`config.mk`:
```
export PLATFORM = sky130hd
export DESIGN_NAME = thick_line_segment_expander_top_flat
export DESIGN_NICKNAME = d
export VERILOG_FILES = /design/src/hdl/tlse_pkg.sv /design/src/hdl/tlse_in_if.sv /design/src/hdl/tlse_out_if.sv /design/src/hdl/tlse_cfg.sv /design/src/hdl/tlse_ctrl.sv /design/src/hdl/tlse_dpath.sv /design/src/hdl/thick_line_segment_expander_top.sv /design/src/flat_wrapper.sv
export SDC_FILE = /design/constraint.sdc
export NUM_CORES = 2
export LEC_CHECK = 0
export BUFFER_PORTS_ARGS = -buffer_cell sky130_fd_sc_hd__clkbuf_2
export CORE_MARGIN = 10
export CORE_UTILIZATION = 50
export DETAILED_ROUTE_END_ITERATION = 16
export PLACE_DENSITY = 0.66
export SYNTH_ARGS = -nofsm -noshare
export SYNTH_HDL_FRONTEND = slang
export SYNTH_SLANG_ARGS = --single-unit
```
`constraint.sdc`:
```
create_clock -name clk -period 13.9 [get_ports clk]
set_input_delay 2.78 -clock clk [delete_from_list [all_inputs] [get_ports clk]]
set_output_delay 2.78 -clock clk [all_outputs]
set_load 0.005 [all_outputs]
```
`src/hdl/tlse_pkg.sv`:
```
package tlse_pkg;

  localparam int SAMPLE_BITS = 16;
  localparam int HW_BITS     = 15;

  // coordinate difference, output and root widths
  localparam int CW      = SAMPLE_BITS + 1;
  localparam int OUT_W   = SAMPLE_BITS + 1;
  localparam int LEN_W   = SAMPLE_BITS + 1;
  localparam int RAD_W   = 2 * LEN_W;
  localparam int PROD_W  = SAMPLE_BITS + HW_BITS;
  localparam int NUM_W   = PROD_W + 1;
  localparam int DEN_W   = LEN_W + 1;
  localparam int QUO_W   = HW_BITS;
  localparam int OFS_W   = HW_BITS + 1;
  localparam int SUM_W   = ((SAMPLE_BITS > HW_BITS) ? SAMPLE_BITS : HW_BITS) + 2;
  localparam int CMP_W   = (LEN_W > HW_BITS) ? LEN_W : HW_BITS;
  localparam int STEP_MAX = (LEN_W > QUO_W) ? LEN_W : QUO_W;
  localparam int CNT_W   = $clog2(STEP_MAX + 1);

  // register file
  localparam int ADDR_W    = 4;
  localparam int REG_IDX_W = 2;
  localparam logic [REG_IDX_W-1:0] REG_ENABLE     = 2'd0;
  localparam logic [REG_IDX_W-1:0] REG_MONO_MODE  = 2'd1;
  localparam logic [REG_IDX_W-1:0] REG_HALF_WIDTH = 2'd2;
  localparam logic [REG_IDX_W-1:0] REG_MIN_LENGTH = 2'd3;

  // vertex order: p0-o, p0+o, p1-o, p0+o, p1-o, p1+o
  localparam int          VTX_COUNT   = 6;
  localparam logic [2:0]  VTX_LAST    = 3'd5;
  localparam logic [5:0]  VTX_FROM_P1 = 6'b110100;
  localparam logic [5:0]  VTX_ADD_OFS = 6'b101010;

  typedef struct packed {
    logic                enable;
    logic                mono_mode;
    logic [HW_BITS-1:0]  half_width;
    logic [HW_BITS-1:0]  min_length;
  } cfg_t;

  typedef struct packed {
    logic       accept;
    logic       new_seg;
    logic       sq;
    logic       root_ld;
    logic       root_step;
    logic       mul;
    logic       div_ld;
    logic       div_step;
    logic       div_store;
    logic       div_axis;
    logic       out_load;
    logic [2:0] vtx;
  } cmd_t;

  typedef struct packed {
    logic short_seg;
    logic out_free;
  } sts_t;

endpackage

```
`src/hdl/tlse_in_if.sv`:
```
interface tlse_in_if;
  import tlse_pkg::*;

  logic                          valid;
  logic                          ready;
  logic signed [SAMPLE_BITS-1:0] x_sample;
  logic signed [SAMPLE_BITS-1:0] y_sample;
  logic                          restart;

  modport source (output valid, x_sample, y_sample, restart, input ready);
  modport sink   (input valid, x_sample, y_sample, restart, output ready);
endinterface

```
`src/hdl/tlse_out_if.sv`:
```
interface tlse_out_if;
  import tlse_pkg::*;

  logic                    valid;
  logic                    ready;
  logic signed [OUT_W-1:0] vertex_x;
  logic signed [OUT_W-1:0] vertex_y;
  logic                    last;

  modport source (output valid, vertex_x, vertex_y, last, input ready);
  modport sink   (input valid, vertex_x, vertex_y, last, output ready);
endinterface

```
`src/hdl/tlse_cfg.sv`:
```
module tlse_cfg (
  input  logic                        clk,
  input  logic                        rst_n,
  input  logic                        psel,
  input  logic                        penable,
  input  logic                        pwrite,
  input  logic [tlse_pkg::ADDR_W-1:0] paddr,
  input  logic [31:0]                 pwdata,
  output logic [31:0]                 prdata,
  output logic                        pready,
  output tlse_pkg::cfg_t              cfg
);
  import tlse_pkg::*;

  localparam logic [HW_BITS-1:0] HALF_WIDTH_RST = 15'd128;
  localparam logic [HW_BITS-1:0] MIN_LENGTH_RST = 15'd3;

  cfg_t                 cfg_r;
  cfg_t                 cfg_nxt;
  logic                 wr_en;
  logic [REG_IDX_W-1:0] idx;

  assign pready = 1'b1;
  assign wr_en  = psel && penable && pwrite;
  assign idx    = paddr[ADDR_W-1:2];
  assign cfg    = cfg_r;

  always_comb begin
    cfg_nxt = cfg_r;
    if (wr_en) begin
      unique case (idx)
        REG_ENABLE:     cfg_nxt.enable     = pwdata[0];
        REG_MONO_MODE:  cfg_nxt.mono_mode  = pwdata[0];
        REG_HALF_WIDTH: cfg_nxt.half_width = pwdata[HW_BITS-1:0];
        REG_MIN_LENGTH: cfg_nxt.min_length = pwdata[HW_BITS-1:0];
      endcase
    end
  end

  always_comb begin
    unique case (idx)
      REG_ENABLE:     prdata = 32'(cfg_r.enable);
      REG_MONO_MODE:  prdata = 32'(cfg_r.mono_mode);
      REG_HALF_WIDTH: prdata = 32'(cfg_r.half_width);
      REG_MIN_LENGTH: prdata = 32'(cfg_r.min_length);
    endcase
  end

  always_ff @(posedge clk) begin
    if (!rst_n) begin
      cfg_r.enable     <= 1'b1;
      cfg_r.mono_mode  <= 1'b0;
      cfg_r.half_width <= HALF_WIDTH_RST;
      cfg_r.min_length <= MIN_LENGTH_RST;
    end else begin
      cfg_r <= cfg_nxt;
    end
  end

endmodule

```
`src/hdl/tlse_ctrl.sv`:
```
module tlse_ctrl (
  input  logic           clk,
  input  logic           rst_n,
  input  tlse_pkg::cfg_t cfg,
  input  logic           in_valid,
  input  logic           in_restart,
  output logic           in_ready,
  input  tlse_pkg::sts_t sts,
  output tlse_pkg::cmd_t cmd
);
  import tlse_pkg::*;

  localparam logic [3:0] S_IDLE    = 4'd0;
  localparam logic [3:0] S_SQ      = 4'd1;
  localparam logic [3:0] S_ROOT_LD = 4'd2;
  localparam logic [3:0] S_ROOT    = 4'd3;
  localparam logic [3:0] S_CHK     = 4'd4;
  localparam logic [3:0] S_DIV_LD  = 4'd5;
  localparam logic [3:0] S_DIV     = 4'd6;
  localparam logic [3:0] S_DIV_END = 4'd7;
  localparam logic [3:0] S_EMIT    = 4'd8;

  logic [3:0]       state_r, state_nxt;
  logic [CNT_W-1:0] cnt_r, cnt_nxt;
  logic [2:0]       vtx_r, vtx_nxt;
  logic             axis_r, axis_nxt;
  logic             have_prev_r, have_prev_nxt;
  logic             in_xfer;

  assign in_ready = (state_r == S_IDLE);
  assign in_xfer  = in_valid && in_ready;

  always_comb begin
    cmd           = '0;
    state_nxt     = state_r;
    cnt_nxt       = cnt_r;
    vtx_nxt       = vtx_r;
    axis_nxt      = axis_r;
    have_prev_nxt = have_prev_r;
    unique case (state_r)
      S_IDLE: begin
        if (in_xfer && cfg.enable) begin
          cmd.accept    = 1'b1;
          have_prev_nxt = 1'b1;
          if (!in_restart && have_prev_r) begin
            cmd.new_seg = 1'b1;
            state_nxt   = S_SQ;
          end
        end
      end
      S_SQ: begin
        cmd.sq    = 1'b1;
        state_nxt = S_ROOT_LD;
      end
      S_ROOT_LD: begin
        cmd.root_ld = 1'b1;
        cnt_nxt     = '0;
        state_nxt   = S_ROOT;
      end
      S_ROOT: begin
        cmd.root_step = 1'b1;
        if (cnt_r == CNT_W'(LEN_W - 1)) begin
          state_nxt = S_CHK;
        end else begin
          cnt_nxt = cnt_r + 1'b1;
        end
      end
      S_CHK: begin
        // drop short segments; the point is already stored
        if (sts.short_seg) begin
          state_nxt = S_IDLE;
        end else begin
          cmd.mul   = 1'b1;
          axis_nxt  = 1'b0;
          state_nxt = S_DIV_LD;
        end
      end
      S_DIV_LD: begin
        cmd.div_ld = 1'b1;
        cnt_nxt    = '0;
        state_nxt  = S_DIV;
      end
      S_DIV: begin
        cmd.div_step = 1'b1;
        if (cnt_r == CNT_W'(QUO_W - 1)) begin
          state_nxt = S_DIV_END;
        end else begin
          cnt_nxt = cnt_r + 1'b1;
        end
      end
      S_DIV_END: begin
        cmd.div_store = 1'b1;
        if (!axis_r) begin
          axis_nxt  = 1'b1;
          state_nxt = S_DIV_LD;
        end else begin
          vtx_nxt   = '0;
          state_nxt = S_EMIT;
        end
      end
      S_EMIT: begin
        if (sts.out_free) begin
          cmd.out_load = 1'b1;
          if (vtx_r == VTX_LAST) begin
            state_nxt = S_IDLE;
          end else begin
            vtx_nxt = vtx_r + 1'b1;
          end
        end
      end
      default: state_nxt = S_IDLE;
    endcase
    cmd.div_axis = axis_r;
    cmd.vtx      = vtx_r;
  end

  always_ff @(posedge clk) begin
    if (!rst_n) begin
      state_r     <= S_IDLE;
      cnt_r       <= '0;
      vtx_r       <= '0;
      axis_r      <= 1'b0;
      have_prev_r <= 1'b0;
    end else begin
      state_r     <= state_nxt;
      cnt_r       <= cnt_nxt;
      vtx_r       <= vtx_nxt;
      axis_r      <= axis_nxt;
      have_prev_r <= have_prev_nxt;
    end
  end

  a_load_when_free: assert property (@(posedge clk) disable iff (!rst_n)
    cmd.out_load |-> sts.out_free)
    else $error("vertex loaded into a full output register");

  a_seg_starts: assert property (@(posedge clk) disable iff (!rst_n)
    (in_xfer && cfg.enable && !in_restart && have_prev_r) |=> (state_r == S_SQ))
    else $error("segment point did not start the length computation");

  a_emit_after_div: assert property (@(posedge clk) disable iff (!rst_n)
    (state_r == S_DIV_END && axis_r) |=> (state_r == S_EMIT && vtx_r == 3'd0))
    else $error("emission did not start at the first vertex");

endmodule

```
`src/hdl/tlse_dpath.sv`:
```
module tlse_dpath (
  input  logic                                    clk,
  input  logic                                    rst_n,
  input  tlse_pkg::cfg_t                          cfg,
  input  tlse_pkg::cmd_t                          cmd,
  output tlse_pkg::sts_t                          sts,
  input  logic signed [tlse_pkg::SAMPLE_BITS-1:0] x_sample,
  input  logic signed [tlse_pkg::SAMPLE_BITS-1:0] y_sample,
  output logic                                    out_valid,
  input  logic                                    out_ready,
  output logic signed [tlse_pkg::OUT_W-1:0]       vertex_x,
  output logic signed [tlse_pkg::OUT_W-1:0]       vertex_y,
  output logic                                    last
);
  import tlse_pkg::*;

  function automatic logic signed [OUT_W-1:0] sat_out(input logic signed [SUM_W-1:0] v);
    logic [SUM_W-OUT_W:0] hi;
    hi = v[SUM_W-1:OUT_W-1];
    if ((&hi) || !(|hi)) begin
      return v[OUT_W-1:0];
    end else if (v[SUM_W-1]) begin
      return {1'b1, {(OUT_W-1){1'b0}}};
    end else begin
      return {1'b0, {(OUT_W-1){1'b1}}};
    end
  endfunction

  logic signed [SAMPLE_BITS-1:0] p0x_r, p0y_r, p1x_r, p1y_r;
  logic signed [SAMPLE_BITS-1:0] new_y;
  logic signed [CW-1:0]          dx_r, dy_r;
  logic [SAMPLE_BITS-1:0]        adx_r, ady_r;
  logic [RAD_W-1:0]              sqx, sqy, sqx_r, sqy_r;
  logic [RAD_W-1:0]              rad_r;
  logic [LEN_W+1:0]              rem_r;
  logic [LEN_W-1:0]              root_r;
  logic [LEN_W+3:0]              rt_cur, rt_try;
  logic [PROD_W-1:0]             prodx_r, prody_r;
  logic [NUM_W-1:0]              num;
  logic [QUO_W-1:0]              dnum_r, quo_r;
  logic [DEN_W-1:0]              drem_r;
  logic [DEN_W:0]                dv_cur, dv_den;
  logic                          neg;
  logic signed [OFS_W-1:0]       qmag, ofs;
  logic signed [OFS_W-1:0]       ofsx_r, ofsy_r;
  logic signed [SAMPLE_BITS-1:0] base_x, base_y;
  logic signed [SUM_W-1:0]       sum_x, sum_y;
  logic                          out_valid_r;
  logic signed [OUT_W-1:0]       vx_r, vy_r;
  logic                          last_r;

  assign new_y = cfg.mono_mode ? x_sample : y_sample;

  assign sqx = RAD_W'(dx_r) * RAD_W'(dx_r);
  assign sqy = RAD_W'(dy_r) * RAD_W'(dy_r);

  // one result bit per step of the square root
  assign rt_cur = {rem_r, rad_r[RAD_W-1 -: 2]};
  assign rt_try = {2'b00, root_r, 2'b01};

  // numerator 2*mag*hw + len over denominator 2*len rounds to nearest
  assign num    = {(cmd.div_axis ? prody_r : prodx_r), 1'b0} + NUM_W'(root_r);
  assign dv_cur = {drem_r, dnum_r[QUO_W-1]};
  assign dv_den = {1'b0, root_r, 1'b0};

  // x offset follows -dy, y offset follows dx
  assign neg  = cmd.div_axis ? dx_r[CW-1] : (!dy_r[CW-1] && (dy_r != '0));
  assign qmag = OFS_W'(quo_r);
  assign ofs  = neg ? -qmag : qmag;

  assign base_x = VTX_FROM_P1[cmd.vtx] ? p1x_r : p0x_r;
  assign base_y = VTX_FROM_P1[cmd.vtx] ? p1y_r : p0y_r;
  assign sum_x  = VTX_ADD_OFS[cmd.vtx] ? SUM_W'(base_x) + SUM_W'(ofsx_r)
                                       : SUM_W'(base_x) - SUM_W'(ofsx_r);
  assign sum_y  = VTX_ADD_OFS[cmd.vtx] ? SUM_W'(base_y) + SUM_W'(ofsy_r)
                                       : SUM_W'(base_y) - SUM_W'(ofsy_r);

  assign sts.short_seg = (root_r == '0) || (CMP_W'(root_r) < CMP_W'(cfg.min_length));
  assign sts.out_free  = !out_valid_r || out_ready;

  assign out_valid = out_valid_r;
  assign vertex_x  = vx_r;
  assign vertex_y  = vy_r;
  assign last      = last_r;

  always_ff @(posedge clk) begin
    if (cmd.accept) begin
      p1x_r <= x_sample;
      p1y_r <= new_y;
      if (cmd.new_seg) begin
        p0x_r <= p1x_r;
        p0y_r <= p1y_r;
        dx_r  <= CW'(x_sample) - CW'(p1x_r);
        dy_r  <= CW'(new_y) - CW'(p1y_r);
      end
    end
    if (cmd.sq) begin
      sqx_r <= sqx;
      sqy_r <= sqy;
      adx_r <= dx_r[CW-1] ? SAMPLE_BITS'(-dx_r) : SAMPLE_BITS'(dx_r);
      ady_r <= dy_r[CW-1] ? SAMPLE_BITS'(-dy_r) : SAMPLE_BITS'(dy_r);
    end
    if (cmd.root_ld) begin
      rad_r  <= sqx_r + sqy_r;
      rem_r  <= '0;
      root_r <= '0;
    end else if (cmd.root_step) begin
      rad_r <= {rad_r[RAD_W-3:0], 2'b00};
      if (rt_cur >= rt_try) begin
        rem_r  <= (LEN_W+2)'(rt_cur - rt_try);
        root_r <= {root_r[LEN_W-2:0], 1'b1};
      end else begin
        rem_r  <= rt_cur[LEN_W+1:0];
        root_r <= {root_r[LEN_W-2:0], 1'b0};
      end
    end
    if (cmd.mul) begin
      prodx_r <= PROD_W'(ady_r) * PROD_W'(cfg.half_width);
      prody_r <= PROD_W'(adx_r) * PROD_W'(cfg.half_width);
    end
    if (cmd.div_ld) begin
      // the quotient never exceeds half_width, so the top part starts below the divisor
      drem_r <= DEN_W'(num[NUM_W-1:QUO_W]);
      dnum_r <= num[QUO_W-1:0];
      quo_r  <= '0;
    end else if (cmd.div_step) begin
      dnum_r <= {dnum_r[QUO_W-2:0], 1'b0};
      if (dv_cur >= dv_den) begin
        drem_r <= DEN_W'(dv_cur - dv_den);
        quo_r  <= {quo_r[QUO_W-2:0], 1'b1};
      end else begin
        drem_r <= dv_cur[DEN_W-1:0];
        quo_r  <= {quo_r[QUO_W-2:0], 1'b0};
      end
    end
    if (cmd.div_store) begin
      if (cmd.div_axis) begin
        ofsy_r <= ofs;
      end else begin
        ofsx_r <= ofs;
      end
    end
    if (cmd.out_load) begin
      vx_r   <= sat_out(sum_x);
      vy_r   <= sat_out(sum_y);
      last_r <= (cmd.vtx == VTX_LAST);
    end
  end

  always_ff @(posedge clk) begin
    if (!rst_n) begin
      out_valid_r <= 1'b0;
    end else if (cmd.out_load) begin
      out_valid_r <= 1'b1;
    end else if (out_ready) begin
      out_valid_r <= 1'b0;
    end
  end

  a_ofs_bound: assert property (@(posedge clk) disable iff (!rst_n)
    cmd.div_store |-> (quo_r <= cfg.half_width))
    else $error("offset magnitude exceeds half width");

endmodule

```
`src/hdl/thick_line_segment_expander_top.sv`:
```
// Channel   Dir  Handshake        Payload
// in_ch     in   valid / ready    x_sample, y_sample, restart
// out_ch    out  valid / ready    vertex_x, vertex_y, last
// cfg       in   APB, pready = 1  enable, mono_mode, half_width, min_length
//
// A segment point passes the one-bit-per-cycle square root, then the shared
// restoring divider once per axis, then six vertex transfers through a single
// output register, which out_ch can stall. First, restart and disabled points
// stay in the idle state; short segments are dropped after the length check.
// Reset is synchronous, active low. A stalled out_ch holds the vertex and
// the controller; in_ch is ready again once the last vertex is loaded.
module thick_line_segment_expander_top (
  input  logic                        clk,
  input  logic                        rst_n,
  tlse_in_if.sink                     in_ch,
  tlse_out_if.source                  out_ch,
  input  logic                        psel,
  input  logic                        penable,
  input  logic                        pwrite,
  input  logic [tlse_pkg::ADDR_W-1:0] paddr,
  input  logic [31:0]                 pwdata,
  output logic [31:0]                 prdata,
  output logic                        pready
);
  import tlse_pkg::*;

  cfg_t cfg;
  cmd_t cmd;
  sts_t sts;

  tlse_cfg u_cfg (
    .clk     (clk),
    .rst_n   (rst_n),
    .psel    (psel),
    .penable (penable),
    .pwrite  (pwrite),
    .paddr   (paddr),
    .pwdata  (pwdata),
    .prdata  (prdata),
    .pready  (pready),
    .cfg     (cfg)
  );

  tlse_ctrl u_ctrl (
    .clk        (clk),
    .rst_n      (rst_n),
    .cfg        (cfg),
    .in_valid   (in_ch.valid),
    .in_restart (in_ch.restart),
    .in_ready   (in_ch.ready),
    .sts        (sts),
    .cmd        (cmd)
  );

  tlse_dpath u_dpath (
    .clk       (clk),
    .rst_n     (rst_n),
    .cfg       (cfg),
    .cmd       (cmd),
    .sts       (sts),
    .x_sample  (in_ch.x_sample),
    .y_sample  (in_ch.y_sample),
    .out_valid (out_ch.valid),
    .out_ready (out_ch.ready),
    .vertex_x  (out_ch.vertex_x),
    .vertex_y  (out_ch.vertex_y),
    .last      (out_ch.last)
  );

endmodule
```
`src/flat_wrapper.sv`:
```
// flat-port wrapper written by rule: the top's interface ports become plain ports
module thick_line_segment_expander_top_flat import tlse_pkg::*;
  (clk, rst_n, psel, penable, pwrite, paddr, pwdata, prdata, pready, in_ch_valid, in_ch_x_sample, in_ch_y_sample, in_ch_restart, in_ch_ready, out_ch_valid, out_ch_vertex_x, out_ch_vertex_y, out_ch_last, out_ch_ready);
  tlse_in_if in_ch_i ();
  tlse_out_if out_ch_i ();
  input  logic clk;
  input  logic rst_n;
  input  logic psel;
  input  logic penable;
  input  logic pwrite;
  input  logic [tlse_pkg::ADDR_W-1:0] paddr;
  input  logic [31:0] pwdata;
  output logic [31:0] prdata;
  output logic pready;
  input wire logic [$bits(in_ch_i.valid)-1:0] in_ch_valid;
  input wire logic [$bits(in_ch_i.x_sample)-1:0] in_ch_x_sample;
  input wire logic [$bits(in_ch_i.y_sample)-1:0] in_ch_y_sample;
  input wire logic [$bits(in_ch_i.restart)-1:0] in_ch_restart;
  output wire logic [$bits(in_ch_i.ready)-1:0] in_ch_ready;
  output wire logic [$bits(out_ch_i.valid)-1:0] out_ch_valid;
  output wire logic [$bits(out_ch_i.vertex_x)-1:0] out_ch_vertex_x;
  output wire logic [$bits(out_ch_i.vertex_y)-1:0] out_ch_vertex_y;
  output wire logic [$bits(out_ch_i.last)-1:0] out_ch_last;
  input wire logic [$bits(out_ch_i.ready)-1:0] out_ch_ready;
  assign in_ch_i.valid = in_ch_valid;
  assign in_ch_i.x_sample = in_ch_x_sample;
  assign in_ch_i.y_sample = in_ch_y_sample;
  assign in_ch_i.restart = in_ch_restart;
  assign in_ch_ready = in_ch_i.ready;
  assign out_ch_valid = out_ch_i.valid;
  assign out_ch_vertex_x = out_ch_i.vertex_x;
  assign out_ch_vertex_y = out_ch_i.vertex_y;
  assign out_ch_last = out_ch_i.last;
  assign out_ch_i.ready = out_ch_ready;
  thick_line_segment_expander_top u_core (.clk(clk), .rst_n(rst_n), .in_ch(in_ch_i), .out_ch(out_ch_i), .psel(psel), .penable(penable), .pwrite(pwrite), .paddr(paddr), .pwdata(pwdata), .prdata(prdata), .pready(pready));
endmodule
```
### After elaboration in Yosys (flattened, before gate mapping)

Memories as Yosys holds them, arrays and structs flattened. A register that Yosys moved wholly into a read port is not among the register bits.
Index checks and enable logic that the tools add are counted.

| operators by class | value |
|---|---|
| add/subtract/negate cells | 15 |
| multiply operators | 4 |
| magnitude comparators | 4 |
| equal/unequal tests | 25 |
| multiplexer cells | 64 |
| bitwise operators | 1 |
| reduce and logical (&&, ||, !) cells | 42 |

Operator list:

| cell | number |
|---|---|
| $pmux 32 s4 | 1 |
| $mux 17 | 6 |
| $mux 16 | 6 |
| $mul 17x17->34 | 2 |
| $mux 34 | 2 |
| $sub 16x16->17 | 4 |
| $mul 16x15->31 | 2 |
| $mux 18 | 3 |
| $pmux 4 s9 | 1 |
| $add 16x16->17 | 2 |
| $add 34x34->34 | 1 |
| $add 32x17->32 | 1 |
| $neg 16->16 | 2 |
| $mux 31 | 1 |
| $mux 15 | 2 |
| $mux 4 | 7 |
| $mux 3 | 8 |
| $reduce_and 2->1 | 11 |
| $ge 21x19->1 | 1 |
| $ge 19x18->1 | 1 |
| $mux 1 | 19 |
| $mux 19 | 1 |
| $sub 19x19->19 | 1 |
| $sub 18x18->18 | 1 |
| other kinds (35) | 69 |

| word-level totals | value |
|---|---|
| register bits | 492 |
| memory bits (read-only) | 16 |
| input port bits | 76 |
| output and inout port bits | 70 |
| logic and storage cells | 191 |
| memories kept | 2 |

Memory list:

| name | words | width | rd ports | clocked after memory_dff | write ports | RTL line | RTL |
|---|---|---|---|---|---|---|---|
| (no name shown) | 8 | 1 | 1 | 1 | 0 | tlse_dpath.sv:75 | `assign sum_y = VTX_ADD_OFS[cmd.vtx] ? SUM_W'(base_y) + SUM_W'(ofsy_r)` |
| (no name shown) | 8 | 1 | 1 | 1 | 0 | tlse_dpath.sv:72 | `assign base_y = VTX_FROM_P1[cmd.vtx] ? p1y_r : p0y_r;` |

### Logic depth before layout (Yosys ltp)

| logic depth | value |
|---|---|
| depth in word-level cells | 9 |
| mapped depth | 27 |
| gate-level depth less buffers | 25 |

### Cells and area by module

A second synthesis with hierarchy kept.

| unflattened totals | value |
|---|---|
| cell total of the unflattened synthesis | 6297 |
| area total of the unflattened synthesis | 61844.3 um^2 |

By module, submodules not included:

| module | instances | cells each | area an instance (um^2) | sequential area each (um^2) |
|---|---|---|---|---|
| tlse_dpath | 1 | 5999 | 59209.3 | 12742.2 |
| tlse_cfg | 1 | 182 | 1656.6 | 640.6 |
| tlse_ctrl | 1 | 116 | 978.4 | 280.3 |

### Least setup slack after synthesis

No wires, ideal clock.

| timing | value |
|---|---|
| path kind | reg-to-reg |
| from | register u_core.u_ctrl.state_r[0] |
| to | register u_core.u_dpath.adx_r[0], enable pin |
| library setup time | 0.786 ns |
| data arrival time | 9.730 ns |
| required time | 13.114 ns |
| path slack | 3.383 ns |
| stages on the path, launching flop included | 3 |
| buffers on the path | 0 |
| clock period less this slack | 10.517 ns |
| cell sequence | dfxtp_1 inv_1 nor4_1 |

| on the way | value |
|---|---|
| cells in the longest elaborated chain, start to end | 2 |

Ends and longest elaborated chain:

| element | RTL line | RTL |
|---|---|---|
| start: declaration | tlse_ctrl.sv:23 | `logic [3:0] state_r, state_nxt;` |
| start signal: assignment | tlse_ctrl.sv:125 | `state_r <= state_nxt;` |
| $eq 4x1->1 | tlse_ctrl.sv:40 | `unique case (state_r)` |
| $mux 1 | tlse_ctrl.sv:40 |  |
| end signal: assignment | tlse_dpath.sv:100 | `adx_r <= dx_r[CW-1] ? SAMPLE_BITS'(-dx_r) : SAMPLE_BITS'(dx_r);` |
| end: declaration | tlse_dpath.sv:32 | `logic [SAMPLE_BITS-1:0] adx_r, ady_r;` |

No other way between the ends.
A chain may end at the register's enable or synchronous reset.

### Worst setup path in the final report

| timing | value |
|---|---|
| from | register u_core.u_dpath.dy_r[3] |
| to | register u_core.u_dpath.sqy_r[32] (data pin) |

| on the way | value |
|---|---|
| cells in the longest elaborated chain, start to end | 1 |

Ends and longest elaborated chain:

| element | RTL line | RTL |
|---|---|---|
| start: declaration | tlse_dpath.sv:31 | `logic signed [CW-1:0] dx_r, dy_r;` |
| start signal: assignment | tlse_dpath.sv:94 | `dy_r <= CW'(new_y) - CW'(p1y_r);` |
| $mul 17x17->34 | tlse_dpath.sv:55 | `assign sqy = RAD_W'(dy_r) * RAD_W'(dy_r);` |
| via u_core.u_dpath.sqy[32] | tlse_dpath.sv:33 | `logic [RAD_W-1:0] sqx, sqy, sqx_r, sqy_r;` |
| end signal: assignment | tlse_dpath.sv:99 | `sqy_r <= sqy;` |
| end: declaration | tlse_dpath.sv:33 |  |

The timed path passes the listed nets, and every way through them passes these cells.

==> flow_metrics.tcl <==
set metrics [dict create \
    die_h_um 370 \
    synthXorXnorAreaFrac_pct 5.08 \
    worstHoldEndpoint "u_core.u_dpath.rem_r[17]" \
    max_cap_viol_count 0 \
    synth-compound-area-share_pct 8.23 \
    cts_root_buffer "clkbuf_16" \
    port_buffers 108 \
    post-route-period-util_pct 51.9 \
    drv_slew 0 \
    drive_gt1_share_pct 5.90 \
    rows 128 \
    worst_slack_ps 6680 \
    grt_pass1_wl_mm 235 \
    synth-simple-area-share_pct 12.9 \
    rsz0062_at_grt "no" \
    min_period_ps 7220 \
    clk_pin_slew_ps 60 \
    synthArstFlopShare_pct 0 \
    r2r-end "u_core.u_dpath.sqy_r[32]" \
    coreArea_sq_mm 0.122 \
    antenna_found_initial 1 \
    gp_congestion 0.881 \
    final.setup_skew_ps 40.4 \
    num_vias 42000 \
    synth_top_flop_cell "edfxtp_1" \
    via_per_inst 5.31 \
    routed_wl_mm 141 \
    post-cts-setup-buffer-count 0 \
    setup_violations 0 \
    synth_area_sq_mm 0.0612 \
    io_pins 146 \
    first_global_vias 44600 \
    drt_iter0_drc 2503 \
    start_util_pct 50.2 \
    cts_resized 0 \
    cts_tree "done" \
    first_pass_iters 5 \
    ys_warn_count 0 \
    finalNetCount 7762 \
    grtUsageTotal_pct 21.1 \
    timing.rr.start "u_core.u_dpath.dy_r[3]" \
    cts.sinks 490 \
    numCtsBuffers 55 \
    hpwl_mm 113 \
    ys_seq_area_share_pct 22.4 \
    worst_slew_pin_slew_ps 1230 \
    ys_ff_latch 490 \
    min_path_type "flip-flop to flip-flop" \
    worstHoldPathCells 2 \
    final_area_sq_mm 0.0651 \
    syn_inst 6244 \
    antenna_left 0 \
    critPathCaptureType "flip-flop" \
    syn_to_final_growth_pct 6.50 \
    fmax_mhz 139 \
    final_common_cell "inv_1" \
    rrSetupSlack_ps 6680 \
    r2r_cells 23 \
    muxShareOfSynthArea_pct 2.02 \
    htreeDepth 2 \
    start_kind "flip-flop" \
    crit_type "flip-flop to flip-flop" \
    drc 0 \
    layout_common_cells "1190 x inv_1, 895 x fa_1, 675 x nand2_1, 544 x ha_1, 389 x edfxtp_1" \
    hp-start "u_core.u_dpath.rem_r[17]" \
    wire_per_inst_um 17.8 \
    setup_tns_ps 0 \
    ys_types 90 \
    synth_top_family_by_area "adder cells" \
    grt_max_degree 78 \
    cp_max_fo 17 \
    insertion_delay_ps 650 \
    clockBufferDepth 3 \
    postSynthAreaPerCell_sq_um 9.79 \
    cts_hold_buf 0 \
    finalHoldViolCount 0 \
    arrival_ps 7610 \
    synth_adder_area_share_pct 40.4 \
    pre_cts_ws_ps 6760 \
    die_width_um 370 \
    placed_area_sq_mm 0.0633 \
    crit_required_ps 14300 \
    status "complete, no violations" \
    synth_edf_count 389 \
    die_area_sq_mm 0.137 \
    grt_remaining_overflow 0 \
    diodes 0 \
    max-slew-margin-rel_pct 17.5 \
]
per-layer routing:
layer	up-vias	global-route usage, %	wire length, um
met5	-	0	0
met1	21200	27.9	61300
met3	169	2.31	5890
met2	821	36.8	70000
li1	19800	-	-
met4	0	5.21	3570
worst max-delay path by stage:
stage	from	to	slack [ps]	depth (start not counted)
6_report	u_core.u_dpath.dy_r[3]	u_core.u_dpath.sqy_r[32]	6680	23
5_1_grt	u_core.u_dpath.adx_r[10]	u_core.u_dpath.prody_r[29]	6420	22
4_1_cts	u_core.u_dpath.dy_r[10]	u_core.u_dpath.sqy_r[33]	6760	22
3_5_place_dp	u_core.u_dpath.dy_r[3]	u_core.u_dpath.sqy_r[32]	6760	23
3_3_place_gp	u_core.u_dpath.dy_r[3]	u_core.u_dpath.sqy_r[32]	6770	23
2_1_floorplan	u_core.u_ctrl.state_r[0]	u_core.u_dpath.adx_r[0]	3380	2
through the flow:
step / std cells / hold WS [ps] / util (%)
2_1_floorplan: 6260 / 421 / -
3_3_place_gp: 7815 / 443 / 52.0
3_5_place_dp: 7815 / 443 / 52.0
4_1_cts: 7918 / 458 / 53.5
5_1_grt: 7918 / 493 / 53.5
6_report: 7918 / 456 / 53.5
synth_stat cells, types with 7 or more instances:
library cell  number  area (sq um)
or3_1             20           125
a211oi_1          28           210
xor2_1           103           902
o41ai_1            8          70.1
a2111oi_0          7          61.3
dfxtp_1          101          2020
a21o_1            86           646
fa_1             895         17900
a21boi_0          37           278
nand2_1          676          2540
buf_1             15          56.3
o21ai_0          184           921
a22o_1            14           123
nand3_1           77           385
or2_2             10          62.6
a31oi_1           13          81.3
o211ai_1          12          90.1
ha_1             544          6810
nor2b_1           83           519
inv_1           1191          4470
a211o_1           10          87.6
mux2_2            66           743
nor3b_1            9          67.6
mux2i_1           47           470
buf_4             18           135
and2_1           362          2260
o21a_1            43           323
nor3_1            56           280
o31ai_1           17           128
or4_1              7          52.6
o21bai_1          28           210
a41oi_1            7          61.3
edfxtp_1         389         11700
a21oi_1          208          1040
nor2_1           213           800
o21ai_1           10          50.1
xnor2_1          252          2210
nand2b_1          35           219
nor4_1            18           113
clkbuf_1         198           743
a31o_2            19           166
and3_1            30           188
nand4_1           15          93.8
sequential cells by signal, summed over array words and instances, names as in the netlist, 17 cells and up, named ones only:
| signal | count |
|---|---|
| u_core.u_dpath.dy_r | 17 |
| u_core.u_dpath.rad_r | 34 |
| u_core.u_cfg.cfg | 32 |
| u_core.u_dpath.drem_r | 18 |
| u_core.u_dpath.prody_r | 31 |
| u_core.u_dpath.sqx_r | 32 |
| u_core.u_dpath.rem_r | 19 |
| u_core.u_dpath.vertex_y | 17 |
| u_core.u_dpath.dx_r | 17 |
| u_core.u_dpath.root_r | 17 |
| u_core.u_dpath.prodx_r | 31 |
| u_core.u_dpath.vertex_x | 17 |
| u_core.u_dpath.sqy_r | 32 |
kinds of logic after synthesis:
kind of cell	after synthesis
other	2
multiplexers	114
AND/OR/NAND/NOR	1635
XOR/XNOR	355
flip-flops	490
AO/OA/AOI/OAI	781
adder cells (fa/ha/maj)	1439
buffers and inverters	1428
final cells by class:
cell class                 instances  area, sq um
sequential                       490        13700
clock inverter                    30          292
inverter                        1194         4480
multi-input combinational       4342        42100
fill                           11000        56600
tap                             1625         2030
timing repair buffer             164          961
clock buffer                      73         1540
worst max-delay path: stages, from the launching register on:
cell,delay (ps)
edfxtp_1,920
inv_1,410
nor2_1,270
fa_1,440
inv_1,90
fa_1,420
fa_1,530
inv_1,60
fa_1,440
fa_1,520
inv_1,50
fa_1,510
inv_1,50
ha_1,340
a21o_1,200
a21o_1,170
a21o_1,210
nand3_1,90
o21ai_0,120
or4b_4,520
a311oi_2,250
o21bai_1,130
a21oi_2,150
xnor2_1,80
Power is not shown: default switching activity piles up to over one toggle a cycle in this logic, so the estimate is an artifact.
